## src/hdl/assert_macros.svh

```systemverilog
// Assertion macros shared by the link reconnect controller RTL.
// Included by the core module, which carries the concurrent assertions; no other dependencies.
`ifndef ASSERT_MACROS_SVH
`define ASSERT_MACROS_SVH

// Generic clocked assertion with an explicit clock and reset.
`define ASSERT_CLK_RST(label, clk, rst, prop, msg) \
   label: assert property (@(posedge clk) disable iff (rst) prop) else $error(msg);

// Clocked assertion on the block clock, disabled during reset.
`define ASSERT_CLK(label, prop, msg) \
   `ASSERT_CLK_RST(label, clock, reset, prop, msg)

`endif

```

## src/hdl/lrb_pkg.sv

```systemverilog
// Package for the link reconnect controller: event codes, link states, register indexes,
// and the context, configuration and result types. No dependencies.
`timescale 1ns / 1ps

package lrb_pkg;

   // Event codes carried by a request.
   localparam logic [2:0] ACT_OPEN         = 3'd0;
   localparam logic [2:0] ACT_CLOSE        = 3'd1;
   localparam logic [2:0] ACT_RECONNECT    = 3'd2;
   localparam logic [2:0] ACT_CONNECTED    = 3'd3;
   localparam logic [2:0] ACT_DISCONNECTED = 3'd4;
   localparam logic [2:0] ACT_FRAME        = 3'd5;
   localparam logic [2:0] ACT_TIMER        = 3'd6;

   // Link state codes.
   localparam logic [2:0] ST_DISCONNECTED = 3'd0;
   localparam logic [2:0] ST_CONNECTING   = 3'd1;
   localparam logic [2:0] ST_OPEN         = 3'd2;
   localparam logic [2:0] ST_RECONNECTING = 3'd3;
   localparam logic [2:0] ST_FAILED       = 3'd4;

   // Configuration register indexes.
   localparam logic [1:0] CSR_MAX_ATTEMPTS   = 2'd0;
   localparam logic [1:0] CSR_MAX_BACKOFF_MS = 2'd1;
   localparam logic [1:0] CSR_TRANSPORT      = 2'd2;

   // Register reset values.
   localparam logic [7:0]  MAX_ATTEMPTS_RST   = 8'd10;
   localparam logic [15:0] MAX_BACKOFF_MS_RST = 16'd30000;

   // Backoff step per attempt in milliseconds, and the width of attempt times step.
   localparam int unsigned STEP_MS     = 1000;
   localparam int unsigned ATTEMPT_W   = 8;
   localparam int unsigned DELAY_W     = 16;
   localparam int unsigned PROD_W      = 18;
   localparam logic [ATTEMPT_W-1:0] ATTEMPT_MAX = '1;

   // Persistent link context.
   typedef struct packed {
      logic [2:0]           state;
      logic                 watch_active;
      logic                 reopen_pending;
      logic [ATTEMPT_W-1:0] attempt_count;
      logic                 frame_seen;
   } lrb_ctx_type;

   // Configuration registers.
   typedef struct packed {
      logic [ATTEMPT_W-1:0] max_attempts;
      logic [DELAY_W-1:0]   max_backoff_ms;
      logic                 transport_available;
   } lrb_cfg_type;

   // Result of one request.
   typedef struct packed {
      logic [2:0]         link_state;
      logic [1:0]         state_changes;
      logic               open_link;
      logic               close_link;
      logic               timer_start;
      logic               timer_stop;
      logic [DELAY_W-1:0] delay_ms;
      logic               forward_frame;
   } lrb_rsp_type;

endpackage

```

## src/hdl/lrb_next.sv

```systemverilog
// Combinational event handler of the link reconnect controller: next context and result.
// Depends on lrb_pkg.
`timescale 1ns / 1ps

module lrb_next (
   input  lrb_pkg::lrb_ctx_type ctx_cur,
   input  lrb_pkg::lrb_cfg_type cfg,
   input  logic [2:0]           action,
   input  logic                 socket_busy,
   input  logic                 frame_valid,
   output lrb_pkg::lrb_ctx_type ctx_nxt,
   output lrb_pkg::lrb_rsp_type rsp
);
   import lrb_pkg::*;

   logic [ATTEMPT_W-1:0] att_inc;
   logic [PROD_W-1:0]    backoff_prod;
   logic [PROD_W-1:0]    backoff_cap;
   logic [DELAY_W-1:0]   backoff_ms;

   // Saturating attempt increment and capped linear backoff for the disconnect path.
   assign att_inc      = (ctx_cur.attempt_count == ATTEMPT_MAX) ? ATTEMPT_MAX
                       : ctx_cur.attempt_count + 1'b1;
   assign backoff_prod = PROD_W'(att_inc) * PROD_W'(STEP_MS);
   assign backoff_cap  = PROD_W'(cfg.max_backoff_ms);
   assign backoff_ms   = (backoff_prod > backoff_cap) ? cfg.max_backoff_ms
                       : backoff_prod[DELAY_W-1:0];

   // Event handling; each state move counts one notification when the state really changes.
   always_comb begin
      logic [2:0]           st;
      logic [1:0]           chg;
      logic [2:0]           open_st;
      lrb_ctx_type          c;
      lrb_rsp_type          r;

      c       = ctx_cur;
      r       = '0;
      st      = ctx_cur.state;
      chg     = 2'd0;
      open_st = ST_CONNECTING;

      unique case (action)
         ACT_OPEN: begin
            // Close first, then reopen from a clean attempt count.
            c.reopen_pending = 1'b0;
            r.timer_stop     = 1'b1;
            r.close_link     = 1'b1;
            chg = chg + {1'b0, st != ST_DISCONNECTED};
            st  = ST_DISCONNECTED;
            c.watch_active   = 1'b1;
            c.attempt_count  = '0;
            if (!cfg.transport_available) begin
               chg = chg + {1'b0, st != ST_FAILED};
               st  = ST_FAILED;
            end else begin
               if (socket_busy) begin
                  c.reopen_pending = 1'b1;
               end else begin
                  r.open_link = 1'b1;
               end
               chg = chg + {1'b0, st != ST_CONNECTING};
               st  = ST_CONNECTING;
            end
         end
         ACT_CLOSE: begin
            c.watch_active   = 1'b0;
            c.reopen_pending = 1'b0;
            r.timer_stop     = 1'b1;
            r.close_link     = 1'b1;
            chg = chg + {1'b0, st != ST_DISCONNECTED};
            st  = ST_DISCONNECTED;
         end
         ACT_RECONNECT: begin
            // Without a transport the request is ignored.
            if (cfg.transport_available) begin
               r.timer_stop    = 1'b1;
               r.close_link    = 1'b1;
               c.watch_active  = 1'b1;
               c.attempt_count = '0;
               if (socket_busy) begin
                  c.reopen_pending = 1'b1;
               end else begin
                  r.open_link = 1'b1;
               end
               chg = chg + {1'b0, st != ST_CONNECTING};
               st  = ST_CONNECTING;
            end
         end
         ACT_CONNECTED: begin
            c.frame_seen = 1'b0;
            chg = chg + {1'b0, st != ST_OPEN};
            st  = ST_OPEN;
         end
         ACT_DISCONNECTED: begin
            open_st = (ctx_cur.attempt_count != '0) ? ST_RECONNECTING : ST_CONNECTING;
            priority if (ctx_cur.reopen_pending) begin
               // Deferred reopen costs no attempt.
               c.reopen_pending = 1'b0;
               if (ctx_cur.watch_active) begin
                  r.open_link = 1'b1;
                  chg = chg + {1'b0, st != open_st};
                  st  = open_st;
               end
            end else if (!ctx_cur.watch_active) begin
               chg = chg + {1'b0, st != ST_DISCONNECTED};
               st  = ST_DISCONNECTED;
            end else begin
               c.attempt_count = att_inc;
               if (att_inc > cfg.max_attempts) begin
                  c.watch_active = 1'b0;
                  chg = chg + {1'b0, st != ST_FAILED};
                  st  = ST_FAILED;
               end else begin
                  r.timer_start = 1'b1;
                  r.delay_ms    = backoff_ms;
                  chg = chg + {1'b0, st != ST_RECONNECTING};
                  st  = ST_RECONNECTING;
               end
            end
         end
         ACT_FRAME: begin
            // A malformed frame is dropped; the first good one clears the attempt count.
            if (frame_valid) begin
               if (!ctx_cur.frame_seen) begin
                  c.frame_seen    = 1'b1;
                  c.attempt_count = '0;
               end
               r.forward_frame = 1'b1;
               chg = chg + {1'b0, st != ST_OPEN};
               st  = ST_OPEN;
            end
         end
         ACT_TIMER: begin
            if (ctx_cur.watch_active) begin
               open_st = (ctx_cur.attempt_count != '0) ? ST_RECONNECTING : ST_CONNECTING;
               r.open_link = 1'b1;
               chg = chg + {1'b0, st != open_st};
               st  = open_st;
            end
         end
         default: begin
            // Unused event code: report the state, change nothing.
         end
      endcase

      c.state         = st;
      r.link_state    = st;
      r.state_changes = chg;
      ctx_nxt         = c;
      rsp             = r;
   end

endmodule

```

## src/hdl/link_reconnect_backoff_fsm_core.sv

```systemverilog
// Top level of the link reconnect controller with capped linear backoff.
// Depends on lrb_pkg, lrb_next and assert_macros.svh.
`timescale 1ns / 1ps

// Reconnect controller for a watch link. Each request carries one event (open, close,
// reconnect now, connected, disconnected, frame, timer expired) and yields exactly one
// response with the new link state, the number of state changes, and the open, close,
// timer and forward commands. The block accepts one request per clock cycle while the
// response channel is not stalled. A response is registered: the request passes through
// the input register and the event logic into the response register, where it waits
// for rsp_ready. While a response is held off, one more request is taken
// into the input register, and req_ready then stays low until the response is accepted.
// Configuration registers are written through the csr_ port, which is always ready;
// write them only while no request is in flight.
module link_reconnect_backoff_fsm_core (
   input  logic        clock,
   input  logic        reset,
   // Configuration write channel
   input  logic        csr_valid,
   output logic        csr_ready,
   input  logic [1:0]  csr_index,
   input  logic [15:0] csr_data,
   // Request channel
   input  logic        req_valid,
   output logic        req_ready,
   input  logic [2:0]  req_action,
   input  logic        req_socket_busy,
   input  logic        req_frame_valid,
   // Response channel
   output logic        rsp_valid,
   input  logic        rsp_ready,
   output logic [2:0]  rsp_link_state,
   output logic [1:0]  rsp_state_changes,
   output logic        rsp_open_link,
   output logic        rsp_close_link,
   output logic        rsp_timer_start,
   output logic        rsp_timer_stop,
   output logic [15:0] rsp_delay_ms,
   output logic        rsp_forward_frame
);
   import lrb_pkg::*;

`include "assert_macros.svh"

   lrb_cfg_type cfg_ff, cfg_in;
   lrb_ctx_type ctx_ff, ctx_in, ctx_calc;
   lrb_rsp_type rsp_ff, rsp_calc;

   logic       in_valid_ff, in_valid_in;
   logic [2:0] in_action_ff;
   logic       in_busy_ff;
   logic       in_fvalid_ff;
   logic       rsp_valid_ff, rsp_valid_in;
   logic       rsp_free;
   logic       advance;

   // Configuration writes are always taken.
   assign csr_ready = 1'b1;

   always_comb begin
      cfg_in = cfg_ff;
      if (csr_valid) begin
         unique case (csr_index)
            CSR_MAX_ATTEMPTS:   cfg_in.max_attempts        = csr_data[ATTEMPT_W-1:0];
            CSR_MAX_BACKOFF_MS: cfg_in.max_backoff_ms      = csr_data;
            CSR_TRANSPORT:      cfg_in.transport_available = csr_data[0];
            default: begin
               // Index beyond the register list: ignored.
            end
         endcase
      end
   end

   always_ff @(posedge clock) begin
      if (reset) begin
         cfg_ff.max_attempts        <= MAX_ATTEMPTS_RST;
         cfg_ff.max_backoff_ms      <= MAX_BACKOFF_MS_RST;
         cfg_ff.transport_available <= 1'b1;
      end else begin
         cfg_ff <= cfg_in;
      end
   end

   // Pipeline flow: the input register moves on when the response register is free.
   assign rsp_free     = !rsp_valid_ff || rsp_ready;
   assign advance      = in_valid_ff && rsp_free;
   assign req_ready    = !in_valid_ff || rsp_free;
   assign in_valid_in  = (req_valid && req_ready) || (in_valid_ff && !advance);
   assign rsp_valid_in = advance || (rsp_valid_ff && !rsp_ready);

   always_ff @(posedge clock) begin
      if (reset) begin
         in_valid_ff  <= 1'b0;
         rsp_valid_ff <= 1'b0;
      end else begin
         in_valid_ff  <= in_valid_in;
         rsp_valid_ff <= rsp_valid_in;
      end
   end

   // Input register.
   always_ff @(posedge clock) begin
      if (req_valid && req_ready) begin
         in_action_ff <= req_action;
         in_busy_ff   <= req_socket_busy;
         in_fvalid_ff <= req_frame_valid;
      end
   end

   // Event logic.
   lrb_next u_next (
      .ctx_cur     (ctx_ff),
      .cfg         (cfg_ff),
      .action      (in_action_ff),
      .socket_busy (in_busy_ff),
      .frame_valid (in_fvalid_ff),
      .ctx_nxt     (ctx_calc),
      .rsp         (rsp_calc)
   );

   // Link context is committed when the request moves into the response register.
   assign ctx_in = advance ? ctx_calc : ctx_ff;

   always_ff @(posedge clock) begin
      if (reset) begin
         ctx_ff <= '0;
      end else begin
         ctx_ff <= ctx_in;
      end
   end

   // Response register.
   always_ff @(posedge clock) begin
      if (advance) begin
         rsp_ff <= rsp_calc;
      end
   end

   assign rsp_valid         = rsp_valid_ff;
   assign rsp_link_state    = rsp_ff.link_state;
   assign rsp_state_changes = rsp_ff.state_changes;
   assign rsp_open_link     = rsp_ff.open_link;
   assign rsp_close_link    = rsp_ff.close_link;
   assign rsp_timer_start   = rsp_ff.timer_start;
   assign rsp_timer_stop    = rsp_ff.timer_stop;
   assign rsp_delay_ms      = rsp_ff.delay_ms;
   assign rsp_forward_frame = rsp_ff.forward_frame;

   // A deferred reopen only exists while the watch is active.
   `ASSERT_CLK(a_pending_needs_active, ctx_ff.reopen_pending |-> ctx_ff.watch_active, "reopen pending while watch inactive")
   // The link state never leaves the defined codes.
   `ASSERT_CLK(a_state_range, ctx_ff.state <= ST_FAILED, "link state out of range")
   // Starting and cancelling the retry timer never come from the same event.
   `ASSERT_CLK(a_timer_excl, rsp_valid_ff |-> !(rsp_ff.timer_start && rsp_ff.timer_stop), "timer start and stop together")
   // A delay is reported only together with a timer start.
   `ASSERT_CLK(a_delay_zero, (rsp_valid_ff && !rsp_ff.timer_start) |-> (rsp_ff.delay_ms == '0), "delay without timer start")

endmodule

```

## config.mk

```make
export PLATFORM = sky130hd
export DESIGN_NAME = link_reconnect_backoff_fsm_core
export DESIGN_NICKNAME = d
export VERILOG_FILES = /design/src/hdl/lrb_pkg.sv /design/src/hdl/lrb_next.sv /design/src/hdl/link_reconnect_backoff_fsm_core.sv
export VERILOG_INCLUDE_DIRS = /design/src /design/src/hdl
export SDC_FILE = /design/constraint.sdc
export NUM_CORES = 1
export LEC_CHECK = 0
export ABC_AREA = 1
export BUFFER_PORTS_ARGS = -buffer_cell sky130_fd_sc_hd__buf_4
export CORE_MARGIN = 5
export CORE_UTILIZATION = 35
export CTS_CLUSTER_SIZE = 40
export DETAILED_ROUTE_END_ITERATION = 6
export PLACE_DENSITY = 0.5
export SLEW_MARGIN = 20
export SYNTH_ARGS = -nofsm -noshare
export SYNTH_HDL_FRONTEND = slang
export SYNTH_SLANG_ARGS = --single-unit
```

## constraint.sdc

```tcl
create_clock -name clock -period 7.45 [get_ports clock]
set_input_delay 1.1175 -clock clock [delete_from_list [all_inputs] [get_ports clock]]
set_output_delay 1.1175 -clock clock [all_outputs]
set_load 0.02 [all_outputs]
```

**Word level (Yosys, flattened, before mapping)**

Cells that the tools add are included.

- Output and inout bits: 29
- Register bits: 72

- Muxes and demuxes: 42
- Reductions and logical operators: 30
- Bitwise gates (word level): 3
- $add $sub $neg: 2
- Magnitude comparators: 2
- Multiply operators: 1
- Eq/ne operators: 20

Operators with widths:

| operator | count |
|---|---|
| $pmux 8 s4 | 1 |
| $mux 8 | 3 |
| $mux 3 | 7 |
| $pmux 3 s7 | 1 |
| $gt 18x16->1 | 1 |
| $mux 9 | 2 |
| $mux 1 | 17 |
| $mux 16 | 1 |
| $mul 8x7->15 const B | 1 |
| $pmux 2 s7 | 1 |
| $ne 2x2->1 const B | 6 |
| $mux 10 | 1 |
| $eq 3x3->1 const B | 3 |
| $add 8x1->8 const B | 1 |
| $eq 8x8->1 const B | 1 |
| $gt 8x8->1 | 1 |
| $pmux 2 s4 | 1 |
| $reduce_and 4->1 | 2 |
| $reduce_bool 4->1 | 2 |
| $reduce_bool 8->1 | 1 |
| $reduce_and 7->1 | 1 |
| $eq 3x2->1 const B | 2 |
| $mux 2 | 3 |
| $ne 3x2->1 const B | 2 |
| 22 further kinds | 38 |

**Longest topological paths before layout**

Gate-level depths: netlist of the first run.

- Depth in word-level cells: 7
- Gate-level depth with buffers: 33

**Modules after synthesis**

From an unflattened synthesis of the first run, not the netlist that was laid out.

- Cell total of the unflattened synthesis: 773
- Area total of the unflattened synthesis: 5789.3 sq um

Modules (own cells, without submodules):

| module | seq. area each (sq um) | area each (sq um) | instances | cells an instance |
|---|---|---|---|---|
| lrb_next | 0.0 | 3099.2 | 1 | 490 |
| link_reconnect_backoff_fsm_core | 1751.7 | 2690.1 | 1 | 283 |

**Worst setup path before layout of the first run**

Ideal clock, no wire load.

- Path type: reg2reg
- Start: register ctx_ff[1] (netlist bit)
- End: register rsp_ff, in the netlist rsp_delay_ms[10], data pin
- Required time: 7.195 ns
- Setup time: 0.255 ns
- Cell stages (with the launch flop): 27
- Path buffers: 1
- Arrival time: 5.713 ns
- Setup slack: 1.483 ns
- Path through: dfxtp_1 > ha_1 > nand2_2 > inv_1 > o21ai_0 > fa_1 > inv_1 > fa_1 > fa_1 > inv_1 > fa_1 > ha_1 > nand2_1 > o21ai_0 > a21oi_1 > o211ai_1 > xor2_1 > inv_1 > ha_1 > nand2_1 > nor4_1 > nand3_1 > o21ai_2 > buf_2 > nand3b_1 > nand2_1 > nor2_1

- Cells in the longest elaborated chain, start to end: 5

Ends and longest elaborated chain:

| what | line | source |
|---|---|---|
| start: declaration | link_reconnect_backoff_fsm_core.sv:46 | `lrb_ctx_type ctx_ff, ctx_in, ctx_calc;` |
| start signal: assignment | link_reconnect_backoff_fsm_core.sv:128 | `ctx_ff <= ctx_in;` |
| $add 8x1->8 / $eq 8x8->1 (equally long branches) | lrb_next.sv:23, lrb_next.sv:22 |  |
| $mux 8 (*) | lrb_next.sv:22 | `assign att_inc = (ctx_cur.attempt_count == ATTEMPT_MAX) ? ATTEMPT_MAX` |
| $mul 8x7->15 | lrb_next.sv:24 | `assign backoff_prod = PROD_W'(att_inc) * PROD_W'(STEP_MS);` |
| $gt 18x16->1 | lrb_next.sv:26 | `assign backoff_ms = (backoff_prod > backoff_cap) ? cfg.max_backoff_ms` |
| $mux 16 | lrb_next.sv:26 |  |
| end signal: assignment | link_reconnect_backoff_fsm_core.sv:135 | `rsp_ff <= rsp_calc;` |
| end: declaration | link_reconnect_backoff_fsm_core.sv:47 | `lrb_rsp_type rsp_ff, rsp_calc;` |

Every way passes the cells marked *; elsewhere a longest branch is shown, timed or not.
A chain may end at the register's enable or synchronous reset.

**Worst setup path in the final report of the first run**

- Start: register ctx_ff[1] (netlist bit)
- End: register rsp_ff, in the netlist rsp_delay_ms[12], data pin

Same word-level chain as after synthesis.

==> qor.tcl, run 1 <==
set qor(ir_worst_vdd_v) 0.000110
set qor(internal_power_mw) 0.685
set qor(cp_num_buf_inv) 4
set qor(rsz0062_at_grt) {false}
set qor(share_comb_of_total_power_pct) 11.4
set qor(cpMostUsedCell) {fa_1}
set qor(status) {completed}
set qor(coreArea_mm2) 0.0146
set qor(hold_end) {cfg_ff[19]}
set qor(synth_seq_cells) 71
set qor(power_frac_clock_pct) 41.4
set qor(report.final.hold_viol_count) 0
set qor(clk_pin_slew_ns) 0.06
set qor(power.share.switching_pct) 25.6
set qor(worst-r2r-cell-count) 26
set qor(h-tree-depth) 3
set qor(crit-reg2reg-capture) {rsp_delay_ms[12]}
set qor(sequentialPowerShare_pct) 47.2
set qor(critical_path_class) {flop to flop}
set qor(std_cell_rows) 44
set qor(globalRouteOverflowTotal) 0
set qor(tns_ns) 0
set qor(count_of_flip_flops_with_a_built_in_enable_after_synthesis) 30
set qor(grt_antenna_before_repair) 0
set qor(num_io_pins) 57
set qor(synthCells) 648
set qor(mappedNetlistNets) 753
set qor(critical_path.top_delay_family) {adder cells}
set qor(register_area_mm2) 0.00172
set qor(multi_input_area_mm2) 0.00301
set qor(route.vias.total) 4427
set qor(tritoncts_num_sinks) 71
set qor(die_area_mm2) 0.0175
set qor(register_to_register_setup_slack_ns) 0.97
set qor(grt_pass1_wl_um) 21000
set qor(count_of_synthesis_stage_warnings_from_yosys) 0
set qor(worst_path_cell_with_the_longest_stage_delay) {fa_1}
set qor(cap_violations) 0
set qor(post_drt_via_cell_ratio) 4.96
set qor(postCtsHoldBufs) 0
set qor(timing.final.crit_period_ns) 6.48
set qor(postRouteAntennaNets) 0
set qor(detail_route.first_pass.iterations) 5
set qor(antennaDiodeCount) 0
set qor(static-leakage-power_nw) 3.00
set qor(global_route.usage.total_pct) 14.7
set qor(io_buffer_count) 55
set qor(drt_iter0_markers) 373
set qor(initial_core_util_pct) 35.9
set qor(tritoncts.num_buffers) 9
set qor(critPathMaxStageDelay_ns) 0.66
set qor(post_cts_resize_count) 0
set qor(crit_path_end_kind) {flop}
set qor(p_sw_mw) 0.236
set qor(mostFrequentLayoutCells) {inv_1 (113), nand2_1 (108), a21oi_1 (65), buf_4 (59), ha_1 (58)}
set qor(die_x_um) 132
set qor(cp.arrival_ns) 6.57
set qor(yosysSeqAreaShare_pct) 32.8
set qor(crit_path_max_fanout) 15
set qor(post_synth.cell_area_avg_um2) 8.10
set qor(cts_tree) {done}
set qor(setup-violations-final) 0
set qor(dpl_worst_slack_ns) 0.932
set qor(critPathLaunchType) {flop}
set qor(areaGrowthSynthToFinish_pct) 16.2
set qor(hold_depth) 2
set qor(min_path_type) {flop to flop}
set qor(synthArstFlopShare_pct) 0
set qor(gp_congestion) 0.905
set qor(reg2reg_from) {ctx_ff[1]}
set qor(holdCritStartpoint) {cfg_ff[19]}
set qor(grt_pass1_vias) 4132
set qor(primary_flip_flop_cell_chosen_by_synthesis_mapping) {dfxtp_1}
set qor(clock_tree.root_cell) {clkbuf_16}
set qor(max-slew-margin-rel_pct) 46.6
set qor(syn-cell-area_mm2) 0.00525
set qor(slew_viols_final) 0
set qor(clock_tree.buffer_depth) 2
set qor(grt_max_degree) 33
set qor(synth_cell_types) 49
set qor(dp.final_hpwl_um) 10200
set qor(mostFrequentLayoutCell) {inv_1}
set qor(finalClockSkew_ns) 0.00654
set qor(power_density_mw_per_mm2) 151
set qor(fmaxAchievable_mhz) 154
set qor(postCtsSetupBuffers) 0
set qor(tightestPinTransition_ns) 0.799
set qor(die_height_um) 132
set qor(timing.critical_path.required_ns) 7.54
set qor(final_critical_path_setup_slack_ns) 0.968
set qor(detail_route.drc_violations) 0
set qor(fraction_of_layout_instances_using_a_drive_strength_above_1_pct) 13.6
set qor(layout_worst_path_cycle_share_pct) 87.0
set qor(overall_routed_net_length_um) 12800
set qor(detail_route.wl_per_cell_um) 14.3
set qor(nets_finish) 808
set qor(fillCellCount) 1504
set qor(clk-insertion-delay-late_ns) 0.34
-- kinds of logic after synthesis --
family | synth area share, %
simple gates | 19.0
compound gates | 14.5
buf+inv | 9.89
fa+ha+maj | 21.1
flops | 32.8
xor+xnor | 2.50
other cells | 0.0714
mux | 0.214
-- tightest hold or removal path, cell delays in order (launching register included) --
cell and delay [ns]:
dfxtp_1 0.29, inv_1 0.06, a21oi_1 0.06
-- cells in the mapped netlist, types with 2 or more instances --
library cell | count | area share (%)
a211oi_1 | 2 | 0.29
a21oi_1 | 65 | 6.2
a22oi_1 | 2 | 0.29
a31oi_1 | 2 | 0.24
buf_2 | 5 | 0.48
buf_4 | 2 | 0.29
clkbuf_1 | 6 | 0.43
dfxtp_1 | 41 | 16
edfxtp_1 | 30 | 17
fa_1 | 19 | 7.2
ha_1 | 58 | 14
inv_1 | 113 | 8.1
nand2_1 | 108 | 7.7
nand2_2 | 4 | 0.48
nand2_4 | 3 | 0.64
nand3_1 | 20 | 1.9
nand3_2 | 3 | 0.57
nand3b_1 | 7 | 1.0
nand4_1 | 4 | 0.48
nor2_1 | 54 | 3.9
nor2_4 | 3 | 0.64
nor3_1 | 8 | 0.76
nor4_1 | 3 | 0.36
o2111ai_1 | 2 | 0.33
o211ai_1 | 10 | 1.4
o21ai_0 | 34 | 3.2
o21ai_1 | 3 | 0.29
o21ai_2 | 2 | 0.33
o21bai_1 | 2 | 0.29
xnor2_1 | 6 | 1.0
xor2_1 | 9 | 1.5
-- final cells by class --
cell class	count	share of cell area [%]
Clock buffer	11	3.82
Sequential cell	71	28.2
Clock inverter	5	0.410
Timing Repair Buffer	59	7.26
Inverter	116	7.18
Multi-Input combinational cell	446	49.3
Tap cell	184	3.77
-- layer usage --
metal / global-route usage, % / share of wire (%) / up-vias
met5: 0 / 0 / -
met4: 4.45 / 1.5 / 0
met3: 3.42 / 5.0 / 13
met2: 21.8 / 44 / 105
met1: 21.3 / 50 / 2069
li1: - / - / 2240
-- power groups by stage --
| stage | Sequential [mW] | Combinational, mW | Clock (mW) |
|---|---|---|---|
| 4_1_cts | 0.435 | 0.106 | 0.395 |
| 5_1_grt | 0.437 | 0.118 | 0.407 |
| 3_3_place_gp | 0.443 | 0.105 | 0 |
| 3_5_place_dp | 0.443 | 0.106 | 0 |
| 6_report | 0.435 | 0.105 | 0.381 |
| 2_1_floorplan | 0.447 | 0.0599 | 0 |
-- metrics by stage --
stage          std cells  util (%)  hold slack, ns  total power, mW  instance area, um2
2_1_floorplan        648         -           0.435            0.507                5250
3_3_place_gp         876      39.9           0.454            0.548                5840
3_5_place_dp         876      39.9           0.460            0.549                5840
4_1_cts              892      41.7           0.467            0.936                6100
5_1_grt              892      41.7           0.485            0.962                6100
6_report             892      41.7           0.465            0.921                6100
-- worst max-delay path by stage --
stage          cells after the start                to  slack [ns]       from
6_report                          26  rsp_delay_ms[12]        0.97  ctx_ff[1]
5_1_grt                           27  rsp_delay_ms[11]        0.41  ctx_ff[1]
4_1_cts                           27  rsp_delay_ms[12]        0.91  ctx_ff[1]
3_5_place_dp                      27  rsp_delay_ms[12]        0.93  ctx_ff[1]
3_3_place_gp                      27  rsp_delay_ms[10]        1.20  ctx_ff[1]
2_1_floorplan                     26  rsp_delay_ms[10]        1.48  ctx_ff[1]
-- sequential cells by signal, summed over array words and instances (netlist names), 2 cells and up --
signal and flops:
ctx_ff 14, cfg_ff 25, rsp_delay_ms 16, in_action_ff 3, rsp_link_state 3, rsp_state_changes 2
Power figures use the tool's default switching activity.
==> run 2: changes to the inputs <==
- SYNTH_HIERARCHICAL: default -> 1
==> qor.tcl, run 2 <==
set qor(postCtsHoldBufs) 0
set qor(top_register) {cfg_ff}
set qor(grt_pass1_vias) 4770
set qor(slew_viols_final) 0
set qor(count_of_synthesis_stage_warnings_from_yosys) 6
set qor(cp.arrival_ns) 6.91
set qor(worst_hold_slack_ns) 0.461
set qor(status) {completed}
set qor(synth_largest_area_cell) {edfxtp_1}
set qor(post_cts_resize_count) 0
set qor(die_area_mm2) 0.0192
set qor(mostFrequentLayoutCell) {nand2_1}
set qor(post_drt_via_cell_ratio) 4.78
set qor(tns_ns) 0
set qor(critical_path.top_delay_family) {adder cells}
set qor(synth_top_cells_by_count) {nand2_1 (143), inv_1 (132), nor2_1 (109), ha_1 (60)}
set qor(worst_path_cell_with_the_longest_stage_delay) {fa_1}
set qor(clock_tree.root_cell) {clkbuf_16}
set qor(register_area_mm2) 0.00175
set qor(synth_seq_cells) 72
set qor(detail_route.drc_violations) 0
set qor(max-slew-margin-rel_pct) 33.8
set qor(grt_pass1_wl_um) 23800
set qor(primary_flip_flop_cell_chosen_by_synthesis_mapping) {dfxtp_1}
set qor(power.total_mw) 1.61
set qor(min_path_type) {flop to flop}
set qor(route.vias.total) 4972
set qor(postCtsSetupBuffers) 0
set qor(coreArea_mm2) 0.0164
set qor(grt_max_degree) 40
set qor(yosysSeqAreaShare_pct) 30.3
set qor(clk_pin_slew_ns) 0.06
set qor(multi_input_area_mm2) 0.00334
set qor(yosys.area.top_type_share_pct) 16.1
set qor(yosys.area_share.adder_pct) 19.5
set qor(rsz0062_at_grt) {false}
set qor(crit_path_max_fanout) 29
set qor(std_cell_rows) 47
set qor(syn-cell-area_mm2) 0.00579
set qor(tritoncts_num_sinks) 72
set qor(cp_num_buf_inv) 4
set qor(clk-insertion-delay-late_ns) 0.34
set qor(num_io_pins) 57
set qor(ir_worst_vdd_v) 0.000111
set qor(most_instantiated_library_cell_after_synthesis) {nand2_1}
set qor(synth_top_family_by_area) {simple AND/OR/NAND/NOR gates}
set qor(largest_reg_flops) 25
set qor(tightestPinTransition_ns) 0.991
set qor(worst-r2r-cell-count) 30
set qor(cts_tree) {done}
set qor(nets_finish) 922
set qor(cap_violations) 0
set qor(muxShareOfSynthArea_pct) 0
set qor(fraction_of_layout_instances_using_a_drive_strength_above_1_pct) 13.8
set qor(synth_compound_area_share_pct) 8.88
set qor(synthCells) 773
set qor(finalClockSkew_ns) 0.00796
set qor(timing.critical_path.required_ns) 7.54
set qor(report.final.hold_viol_count) 0
set qor(crit_path_end_kind) {flop}
set qor(die_height_um) 139
set qor(hold_depth) 2
set qor(initial_core_util_pct) 35.3
set qor(overall_routed_net_length_um) 14100
set qor(worst-path-stages) 30
set qor(power_density_mw_per_mm2) 244
set qor(io_buffer_count) 55
set qor(h-tree-depth) 3
set qor(global_route.usage.total_pct) 15.1
set qor(postRouteAntennaNets) 0
set qor(critPathMaxStageDelay_ns) 0.56
set qor(areaGrowthSynthToFinish_pct) 14.1
set qor(final_cell_count_no_fill) 1040
set qor(grt_antenna_before_repair) 0
set qor(synth_cell_types) 47
set qor(static-leakage-power_nw) 3.27
set qor(clock_tree.buffer_depth) 2
set qor(layout_worst_path_cycle_share_pct) 91.5
set qor(parity_gate_share_of_the_synthesized_area_counting_xor_and_xnor_cells_pct) 1.97
set qor(globalRouteOverflowTotal) 0
set qor(detail_route.wl_per_cell_um) 13.6
set qor(critPathLaunchType) {flop}
set qor(synth_simple_gate_area_share_pct) 27.1
set qor(detail_route.first_pass.iterations) 5
set qor(die_x_um) 139
set qor(drt_iter0_markers) 271
set qor(mostFrequentLayoutCells) {nand2_1 (143), inv_1 (132), nor2_1 (109), ha_1 (60), buf_4 (57)}
set qor(antennaDiodeCount) 0
set qor(synthArstFlopShare_pct) 0
set qor(setup-violations-final) 0
set qor(mappedNetlistNets) 880
set qor(tritoncts.num_buffers) 9
set qor(fmaxAchievable_mhz) 147
set qor(dp.final_hpwl_um) 11200
set qor(timing.final.crit_period_ns) 6.82
set qor(placedCellCount) 1024
set qor(count_of_flip_flops_with_a_built_in_enable_after_synthesis) 31
set qor(critical_path_class) {flop to flop}
set qor(fillCellCount) 1711
set qor(cpMostUsedCell) {nand2_1}
set qor(gp_congestion) 0.920
set qor(post_synth.cell_area_avg_um2) 7.49
set qor(synth_top_cells_by_area) {edfxtp_1 (16%), dfxtp_1 (14%), ha_1 (13%), nand2_1 (9.3%), inv_1 (8.6%)}
==> run 2: stage by stage <==
step / setup WS [ns] / area, um2 / utilization, %
5_1_grt: 0.0692 / 6610 / 40.3
4_1_cts: 0.632 / 6610 / 40.3
3_5_place_dp: 0.656 / 6300 / 38.4
2_1_floorplan: 1.55 / 5790 / -
6_report: 0.632 / 6610 / 40.3
3_3_place_gp: 0.866 / 6300 / 38.4
==> run 2: tightest hold or removal path: stages, from the launching register on <==
cell and delay (ns):
dfxtp_1 0.33, nand2_1 0.05, nand3_1 0.05
==> run 2: final cells by class <==
class | count | area share, %
inverters | 135 | 7.79
flip-flops and latches | 72 | 26.5
clock inverters | 4 | 0.493
well taps | 220 | 4.17
clock buffers | 12 | 4.05
multi-input cells | 540 | 50.5
repair buffers | 57 | 6.48
==> run 2: routing by layer <==
metal  wire length (um)  track usage [%]
met5                  0                0
met2               6620             24.6
met4                219             4.94
met3                648             3.03
met1               6630             20.1
==> run 2: path summary, 6_finish.rpt <==
path | from | endpoint | slack (ns)
hold / removal | cfg_ff[20] | cfg_ff[20] | 0.46
hold reg to reg | cfg_ff[20] | cfg_ff[20] | 0.46
setup reg to reg | ctx_ff[1] | rsp_delay_ms[6] | 0.63
setup / recovery | ctx_ff[1] | rsp_delay_ms[6] | 0.63
==> run 2: power breakdown <==
part | total [mW] | switching [mW] | internal (mW)
registers | 0.453 | 0.0202 | 0.433
clock network | 0.433 | 0.175 | 0.257
logic | 0.726 | 0.456 | 0.270
==> run 2: cell families (layout without fill, tap and decap cells) <==
logic type	Yosys count	after routing
other	1	1
XOR/XNOR	13	13
flip-flops	72	72
AND/OR/NAND/NOR	354	354
adder cells (fa/ha/maj)	79	79
buffers and inverters	161	208
AO/OA/AOI/OAI	93	93
